<file path="src/design/mmm_ram.sv">
// Generic single-write, single-read memory with registered read data.
// No dependencies.
module mmm_ram #(
    parameter int WIDTH = 52,
    parameter int DEPTH = 32
) (
    input  logic                     clk,
    input  logic                     we,
    input  logic [$clog2(DEPTH)-1:0] waddr,
    input  logic [WIDTH-1:0]         wdata,
    input  logic [$clog2(DEPTH)-1:0] raddr,
    output logic [WIDTH-1:0]         rdata
);

    logic [WIDTH-1:0] mem [DEPTH];
    logic [WIDTH-1:0] rdata_reg;

    always_ff @(posedge clk)
    begin
        if (we)
        begin
            mem[waddr] <= wdata;
        end
        rdata_reg <= mem[raddr];
    end

    assign rdata = rdata_reg;

endmodule

</file>
<file path="config.mk">
export PLATFORM = sky130hd
export DESIGN_NAME = mmm_ram
export DESIGN_NICKNAME = d
export VERILOG_FILES = /design/src/design/mmm_ram.sv
export SDC_FILE = /design/constraint.sdc
export NUM_CORES = 1
export LEC_CHECK = 0
export ABC_CLOCK_PERIOD_IN_PS = 4800
export BUFFER_PORTS_ARGS = -buffer_cell sky130_fd_sc_hd__buf_2
export CAP_MARGIN = 40
export CELL_PAD_IN_SITES_DETAIL_PLACEMENT = 0
export CELL_PAD_IN_SITES_GLOBAL_PLACEMENT = 1
export CORE_MARGIN = 2
export CORE_UTILIZATION = 54
export CTS_BUF_LIST = sky130_fd_sc_hd__clkbuf_16
export CTS_CLUSTER_SIZE = 12
export DETAILED_ROUTE_END_ITERATION = 16
export PLACE_DENSITY_LB_ADDON = 0.1
export REMOVE_ABC_BUFFERS = 1
export SLEW_MARGIN = 5
export SYNTH_ARGS = -nofsm -noshare
export SYNTH_HDL_FRONTEND = slang
export SYNTH_SLANG_ARGS = --single-unit
export TNS_END_PERCENT = 20
</file>
<file path="constraint.sdc">
create_clock -name clk -period 4.8 [get_ports clk]
set_input_delay 0.72 -clock clk [delete_from_list [all_inputs] [get_ports clk]]
set_output_delay 0.72 -clock clk [all_outputs]
set_load 0.03 [all_outputs]
</file>
==> impl_metrics.toml <==
[clock_tree]
clock_sinks = 1716
tritoncts = "yes"
path_clk_slew_ns = 0.06
cts_setup_buffers = 0
insertion_delay_ns = 0.77
ctsResizeCount = 0
cts_root_buf = "clkbuf_16"
cts.htree.levels = 4
numCtsBuffers = 172
postCtsHoldBufs = 0
clockBufferDepth = 3

[timing]
rsz0062_at_grt = "false"
worst_pin_slew_ns = 0.8964
setup_viol = 0
slew_violations = 0
clock-skew-final_ns = 0.02657
relSlewSlack_pct = 40.24
worst_slack_ns = 2.471
fin_tns_setup_ns = 0
clock.fmax_mhz = 429.4
fin_crit_ns = 2.329
min_period_over_period_pct = 48.52
hold_viol_final = 0

[critical_path]
critPathBufInv = 2
critical-path-top-delay-family = "simple AND/OR/NAND/NOR gates"
path_max_fanout = 19
r2r_start = "mem[1][9]$_DFFE_PP_"
rr_worst_depth = 5
r2r_slack_ns = 3.33
arrival_ns = 2.73
cpMaxStageDelayCell = "or3b_2"
critPathLaunchType = "input port"
crit_required_ns = 5.20
crit_type = "in -> reg"
slowest_delay_ns = 0.70
endpoint_kind = "register"
path_cells = "buf_2 -> or3b_2 -> nor2_4 -> buf_4"
crit_start = "waddr[1]"
r2r-end = "rdata[9]$_DFF_P_"
crit_cells = 4
cp-endpoint = "mem[24][2]$_DFFE_PP_"

[floorplanning]
core_mm2 = 0.1212
rows = 128
initial_core_util_pct = 54.22
chipHeight_um = 352.9
die-area_mm2 = 0.1245
io-pin-count = 116
die_w_um = 352.9

[detailed_routing]
vias = 33870
viasPerCell = 6.055
drc = 0
wire_per_inst_um = 27.83
postRouteAntennaNets = 0
first_pass_iters = 5
initialDrtViolationCount = 2941
totalWireLength_um = 155700

[power_and_ir_drop]
worst_ir_drop_vdd_mv = 0.3647
p_clk_share_pct = 40.0
p_int_uw = 24120
leakagePower_uw = 0.02611
power_uw = 30610
pwr-share-seq_pct = 54.7
power_density_mw_per_mm2 = 413.9
p_sw_uw = 6493
p_comb_share_pct = 5.4
switching_share_pct = 21.21

[outcome]
status = "finished clean"

[global_route]
grt_pass1_wl_um = 227300
grt_usage_pct = 24.92
overflow = 0
antenna_found_initial = 3
grt_pass1_vias = 34110
grt_max_degree = 107

[final_layout]
nNetsFinal = 3895
syn_to_final_growth_pct = 12.52
largest_reg_flops = 1664
drive_gt1_share_pct = 11.72
num_antenna_cells = 0

[logic_synthesis]
yosysUniqueCellTypes = 25
synth-seq-area-share_pct = 77.60
netlist_area_mm2 = 0.06573
synth-seq-cells = 1716
avgSynthCellArea_um2 = 18.05
yosys_warnings = 0
synth_cells = 3641

[place]
dpl.hpwl_um = 83310
gp_congestion = 0.7587
numPortBuffers = 115
dp_slack_ns = 1.698

[min_path]
hold_path_class = "in -> reg"

[run]
max_cap_viol_count = 0
kinds of logic after synthesis:
family,synth area share [%]
muxes,12.67
and+or+nand+nor,2.863
AOI/OAI and AO/OA,4.850
DFF,77.60
buffers and inverters,2.014
stage by stage:
step / utilization [%] / instances / hold WS, ns / instance area, µm²
after floorplan: - / 3433 / 0.5537 / 64410
after global routing: 61.00 / 5594 / 0.4205 / 73960
after CTS: 61.00 / 5594 / 0.3817 / 73960
after detailed placement: 56.73 / 5282 / 0.5801 / 68780
after global placement: 56.38 / 5263 / 0.5845 / 68350
final: 61.00 / 5594 / 0.4327 / 73960
area by class of cell:
| type | instances | area (µm²) |
|---|---|---|
| well taps | 1625 | 2033 |
| flip-flops and latches | 1716 | 51010 |
| fillers | 8749 | 47280 |
| repair buffers | 224 | 2054 |
| clock inverters | 131 | 646.9 |
| multi-input cells | 1717 | 13690 |
| clock buffers | 181 | 4529 |
layout by cell type (no fill, tap or decap):
cell type and instances:
a21oi_1 156, a22o_1 104, a22oi_1 156, a31oi_1 52
and2_4 1, buf_12 37, buf_16 9, buf_2 114
buf_4 62, buf_8 2, bufinv_16 4, clkbuf_16 181
clkinv_1 26, clkinv_2 8, clkinv_8 2, dfxtp_1 52
edfxtp_1 1664, inv_1 88, inv_6 3, mux2i_1 832
nand2_1 157, nand2_4 1, nand2b_4 2, nand3_1 158
nand3b_1 5, nor2_1 1, nor2_4 33, nor2b_4 2
nor3_1 52, or2_4 1, or3_1 1, or3b_2 3
synthesized netlist by cell type:
| cell type | instances | area, µm² |
|---|---|---|
| nand2_1 | 158 | 593.1 |
| nand3_1 | 158 | 790.8 |
| clkbuf_1 | 62 | 232.7 |
| dfxtp_1 | 52 | 1041 |
| mux2i_1 | 832 | 8328 |
| or2_2 | 1 | 6.260 |
| buf_6 | 39 | 439.2 |
| nand2b_1 | 2 | 12.51 |
| buf_8 | 1 | 15.01 |
| a31oi_1 | 52 | 325.3 |
| nor2_2 | 1 | 6.260 |
| nor3_1 | 52 | 260.3 |
| nor2b_1 | 2 | 12.51 |
| a22oi_1 | 156 | 1171 |
| nand3b_1 | 5 | 37.54 |
| or3b_2 | 3 | 26.28 |
| or3_1 | 1 | 6.260 |
| buf_1 | 21 | 78.83 |
| and2_1 | 1 | 6.260 |
| a22o_1 | 104 | 910.9 |
| edfxtp_1 | 1664 | 49970 |
| a21oi_1 | 156 | 780.8 |
| nor2_1 | 33 | 123.9 |
| buf_2 | 32 | 160.2 |
| buf_4 | 53 | 397.9 |
metal layers:
layer  up-vias  GRT usage [%]  routed length, µm  share of wire (%)
li1      14870              -                  -                  -
met4         4          7.504               3857                2.5
met5         -              0                 27              0.017
met3       241          4.284               9560                6.1
met1     17650          35.59              68430                 44
met2      1102          39.65              73830                 47
power groups by stage:
stage	registers, µW	clock network, µW	logic, µW
detailed placement	17000	0	1650
CTS	16700	12500	1650
finish	16700	12200	1640
global route	16700	13000	1750
global placement	17000	0	1600
floorplan	17200	0	688
how the worst min path moves through the flow:
stage          cells past startpoint                  end  slack (ns)                   from
4_1_cts                            1  mem[0][6]$_DFFE_PP_        0.38               wdata[6]
3_5_place_dp                       4    rdata[36]$_DFF_P_        0.58  mem[10][36]$_DFFE_PP_
2_1_floorplan                      4    rdata[50]$_DFF_P_        0.55  mem[16][50]$_DFFE_PP_
5_1_grt                            1  mem[0][6]$_DFFE_PP_        0.42               wdata[6]
3_3_place_gp                       4    rdata[17]$_DFF_P_        0.58  mem[10][17]$_DFFE_PP_
6_report                           1  mem[0][6]$_DFFE_PP_        0.43               wdata[6]
(Power assumes the default switching activity.)
