**config.mk**
```make
export PLATFORM = sky130hd
export DESIGN_NAME = mmm_mul
export DESIGN_NICKNAME = d
export VERILOG_FILES = /design/src/design/mmm_pkg.sv /design/src/design/mmm_mul.sv
export SDC_FILE = /design/constraint.sdc
export NUM_CORES = 2
export LEC_CHECK = 0
export BUFFER_PORTS_ARGS = -buffer_cell sky130_fd_sc_hd__buf_2
export CORE_UTILIZATION = 69
export DETAILED_ROUTE_END_ITERATION = 8
export GPL_TIMING_DRIVEN = 0
export PLACE_DENSITY = 0.95
export SETUP_SLACK_MARGIN = 0.4
export SLEW_MARGIN = 20
export SYNTH_ARGS = -nofsm -noshare
export SYNTH_HDL_FRONTEND = slang
export SYNTH_SLANG_ARGS = --single-unit
export TNS_END_PERCENT = 5
```
**constraint.sdc**
```tcl
create_clock -name clk -period 20.7 [get_ports clk]
set_input_delay 2.07 -clock clk [delete_from_list [all_inputs] [get_ports clk]]
set_output_delay 2.07 -clock clk [all_outputs]
set_load 0.05 [all_outputs]
```
**src/design/mmm_pkg.sv**
```systemverilog
// Shared types and constants of the radix 2^52 modular multiplier.
// Holds limb, counter and multiplier request/response types, input action codes
// and configuration register indexes. No dependencies.
package mmm_pkg;

    localparam int LIMB_W  = 52;
    localparam int HALF_W  = 26;
    localparam int PROD_W  = 2 * LIMB_W;
    localparam int CNT_W   = 7;
    localparam int CARRY_W = LIMB_W + 1;

    typedef logic [LIMB_W-1:0]  limb_t;
    typedef logic [PROD_W-1:0]  prod_t;
    typedef logic [CNT_W-1:0]   cnt_t;
    typedef logic [CARRY_W-1:0] carry_t;
    typedef logic [1:0]         action_t;
    typedef logic [1:0]         cfg_idx_t;

    localparam action_t ACT_LOAD_N = 2'd0;
    localparam action_t ACT_LOAD_A = 2'd1;
    localparam action_t ACT_LOAD_B = 2'd2;
    localparam action_t ACT_START  = 2'd3;

    localparam cfg_idx_t CFG_FIELD_MODE  = 2'd0;
    localparam cfg_idx_t CFG_LIMB_COUNT  = 2'd1;
    localparam cfg_idx_t CFG_NEG_INVERSE = 2'd2;
    localparam cfg_idx_t CFG_FOLD_SHIFT  = 2'd3;

    typedef struct packed {
        logic  start;
        limb_t x;
        limb_t y;
    } mul_req_t;

    typedef struct packed {
        logic  done;
        prod_t prod;
    } mul_rsp_t;

endpackage

```
**src/design/mmm_mul.sv**
```systemverilog
// Iterative 52 x 52 multiplier: one 26 x 26 partial product per cycle while busy.
// Depends on mmm_pkg for the request and response types.
module mmm_mul (
    input  logic              clk,
    input  logic              rst_n,
    input  mmm_pkg::mul_req_t req,
    output mmm_pkg::mul_rsp_t rsp
);
    import mmm_pkg::*;

    limb_t               x_reg;
    limb_t               y_reg;
    logic [2:0]          step_reg;
    logic                busy_reg;
    logic                done_reg;
    logic [LIMB_W-1:0]   pp_reg;
    prod_t               acc_reg;
    logic [HALF_W-1:0]   xs;
    logic [HALF_W-1:0]   ys;
    logic [LIMB_W-1:0]   pp_next;
    prod_t               addend;

    always_comb
    begin
        xs = step_reg[1] ? x_reg[LIMB_W-1:HALF_W] : x_reg[HALF_W-1:0];
        ys = step_reg[0] ? y_reg[LIMB_W-1:HALF_W] : y_reg[HALF_W-1:0];
        pp_next = LIMB_W'(xs) * LIMB_W'(ys);
        // shift of the partial product taken in the previous step
        case (step_reg) inside
            3'd1:       addend = PROD_W'(pp_reg);
            3'd2, 3'd3: addend = PROD_W'(pp_reg) << HALF_W;
            3'd4:       addend = PROD_W'(pp_reg) << LIMB_W;
            default:    addend = '0;
        endcase
    end

    always_ff @(posedge clk or negedge rst_n)
    begin
        if (!rst_n)
        begin
            step_reg <= '0;
            busy_reg <= 1'b0;
            done_reg <= 1'b0;
        end
        else
        begin
            done_reg <= 1'b0;
            if (req.start)
            begin
                step_reg <= '0;
                busy_reg <= 1'b1;
            end
            else if (busy_reg)
            begin
                step_reg <= step_reg + 3'd1;
                if (step_reg == 3'd4)
                begin
                    busy_reg <= 1'b0;
                    done_reg <= 1'b1;
                end
            end
        end
    end

    always_ff @(posedge clk)
    begin
        if (req.start)
        begin
            x_reg   <= req.x;
            y_reg   <= req.y;
            acc_reg <= '0;
        end
        else if (busy_reg)
        begin
            pp_reg  <= pp_next;
            acc_reg <= acc_reg + addend;
        end
    end

    assign rsp.done = done_reg;
    assign rsp.prod = acc_reg;

endmodule

```
==> out/metrics.yaml <==
global_route:
  grt_first_pass_wirelength_mm: 196
  gr-total-overflow: 0
  grt_max_degree: 89
  grt_busiest_layer: "met2"
  grt_use_total: 0.465
  met1_usage: 0.577
  grt_pass1_vias: 33782
  grt_antenna_before_repair: 3
  use_met2: 0.724
  grtUsageMet3: 0.124
route:
  vias: 33835
  drcViolationCount: 0
  drt_iter0_drc: 3576
  dr.pass1.iters: 6
  ant_nets: 0
  vias_per_cell: 6.26
  drt_wl_total_mm: 131
  routedWlPerCell_um: 24.2
cells_and_area:
  largest_reg_flops: 104
  nets: 5612
  drive_above_1_share: 0.0782
  area_growth_syn_to_layout_pct: 8.08
floorplan:
  dieHeight_um: 238
  pin_count: 212
  rows: 86
  core-area_um2: 55000
  die-area_um2: 56600
  die_w_um: 238
  initial_core_util: 0.698
clock_network:
  post-cts-setup-buffer-count: 0
  cts_tree: "done"
  cts_buffers: 29
  clock_latency_ns: 0.63
  cts.sinks: 265
  cts-root-buf: "clkbuf_16"
  h-tree-depth: 1
  ctsHoldBuffers: 0
  clk_path_buf_depth: 3
  clk_pin_slew_ns: 0.06
  post_cts_resized: 0
setup_path:
  cp.required_ns: 21.08
  cp-start-kind: "flop"
  crit_fanout: 10
  crit_path_end_kind: "flop"
  r2r_cells: 29
  r2r_start: "step_reg[1]"
  max_stage_delay_ns: 0.92
  timing.rr.end: "pp_reg[48]"
  critPathArrivalTime_ns: 11.55
  worstSetupPathType: "flop to flop"
  r2r_slack_ns: 9.53
  crit_top_cell: "fa_1"
  critPathSlowestCell: "mux2i_1"
sta:
  max_freq_ghz: 0.0895
  finClkSkew_ns: 0.0301
  rsz0062_at_grt: "false"
  fin_crit_sh: 0.540
  setup_viol: 0
  relSlewSlack: 0.172
  layout_min_cycle_time_ns: 11.17
  tns_ns: 0
  worst_pin_slew_ns: 1.21
  slew_violations: 0
  finalHoldViolations: 0
yosys:
  yosysSeqAreaShare: 0.180
  netlist_instances: 4387
  synth_top_family_by_area: "adder cells"
  synthMuxAreaShare: 0.0402
  synth_area_leaders: "fa_1 30%, edfxtp_1 12%, ha_1 9.7%"
  yosysWarningCount: 0
  synth_top_area_frac: 0.300
  synth-simple-area-share: 0.158
  async_flop_share: 0.0189
  ys_types: 76
  synthAdderAreaFrac: 0.397
  syn_area_per_cell_um2: 8.75
  synth_top_flop_cell: "edfxtp_1"
  synth_nets: 5368
  synth_edf_count: 156
  syn_area_um2: 38400
  synth_compound_area_frac: 0.105
  synth-seq-cells: 265
  synth_area_leader_cell: "fa_1"
  synth_xor_area_frac: 0.0320
place:
  dp_hpwl_mm: 107
  io_buffers: 211
  place.gp.congestion: 1.06
run:
  drv_cap: 0
outcome:
  status: "complete, no violations"
hold_path:
  holdPathStages: 2
  hold_class: "flop to flop"
  min_from: "acc_reg[84]"
  holdPathEnd: "acc_reg[84]"
-- layout by cell type, fill, tap and decap left out, types with 9 or more instances in the layout --
cell type,instances
inv_1,663
nand2_1,587
fa_1,575
nor2_1,529
ha_1,299
a21oi_1,237
buf_2,220
clkbuf_1,196
edfxtp_1,156
o21ai_0,129
dfxtp_1,104
a21o_1,93
xnor2_1,93
mux2i_1,89
nand3_1,76
nand4_1,56
mux2_2,49
xor2_1,47
and2_1,45
o21bai_1,42
and3_1,37
clkbuf_16,30
nand2b_1,22
o21a_1,20
a211oi_1,20
nor3_1,18
nor2b_1,15
a31oi_1,14
buf_1,10
mux2i_2,10
nor4_1,10
buf_4,9
-- cells in the mapped netlist (all sizes together) (4+ instances only) --
cell and n:
inv 663, nand2 588, fa 575, nor2 529
ha 299, a21oi 237, clkbuf 190, edfxtp 156
o21ai 139, dfxtp 104, mux2i 99, a21o 93
xnor2 93, nand3 76, nand4 56, mux2 49
xor2 47, and2 45, o21bai 42, and3 37
buf 30, nand2b 22, o21a 21, a211oi 20
nor3 18, nor2b 15, a31oi 14, nor4 10
or2 8, or3 8, a21boi 7, o2111ai 7
a211o 6, o211ai 6, o31ai 6, a221o 5
dfrtp 5, o31a 5, or4 5, a311oi 4
-- critical path: cells and delay by family, from the launching register on --
family          cells  cell delay [ns]
fa+ha+maj           8             4.02
buf+inv             9             2.54
compound gates      8             2.30
mux                 1             0.92
flops               1             0.52
simple gates        2             0.52
xor+xnor            1             0.10
-- logic make-up (layout without fill, tap and decap cells) --
family / Yosys count / in the layout
compound gates: 646 / 646
flops: 265 / 265
other cells: 0 / 2
xor+xnor: 140 / 140
buf+inv: 885 / 1152
mux: 148 / 148
fa+ha+maj: 874 / 874
simple gates: 1429 / 1429
-- metrics by stage --
stage               hold slack (ns)  area [µm²]  instances   util  setup WS [ns]
CTS                           0.486       41500       5402  0.754           9.94
finish                        0.482       41500       5404  0.754           9.53
global placement              0.459       40400       5346  0.734          10.21
detailed placement            0.478       40400       5348  0.736           9.96
floorplan                     0.553       38400       4387      -          12.62
global route                  0.505       41500       5402  0.754           9.37
-- layout make-up --
type	count	area, µm²
Clock buffer	38	791
Antenna cell	2	5.00
Timing Repair Buffer	213	1110
Buffer	221	883
Fill cell	4052	13500
Tap cell	748	936
Sequential cell	265	6890
Clock inverter	16	220
Multi-Input combinational cell	3237	28100
Inverter	664	2490
-- worst max path at each step --
| stage | startpoint | to |
|---|---|---|
| detailed placement | step_reg[1] | pp_reg[48] |
| CTS | step_reg[1] | pp_reg[48] |
| global placement | step_reg[1] | pp_reg[48] |
| finish | step_reg[1] | pp_reg[48] |
| floorplan | step_reg[1] | pp_reg[48] |
| global route | step_reg[1] | pp_reg[48] |
-- layer usage --
layer | wire length, µm | part of all wire
met5 | 13 | 0.000099
met4 | 11000 | 0.084
met3 | 16300 | 0.12
met2 | 56900 | 0.43
met1 | 46800 | 0.36
Power is left out: the tool's default activity adds up to more than one toggle a clock period on the data nets, which glitch-free logic cannot reach.
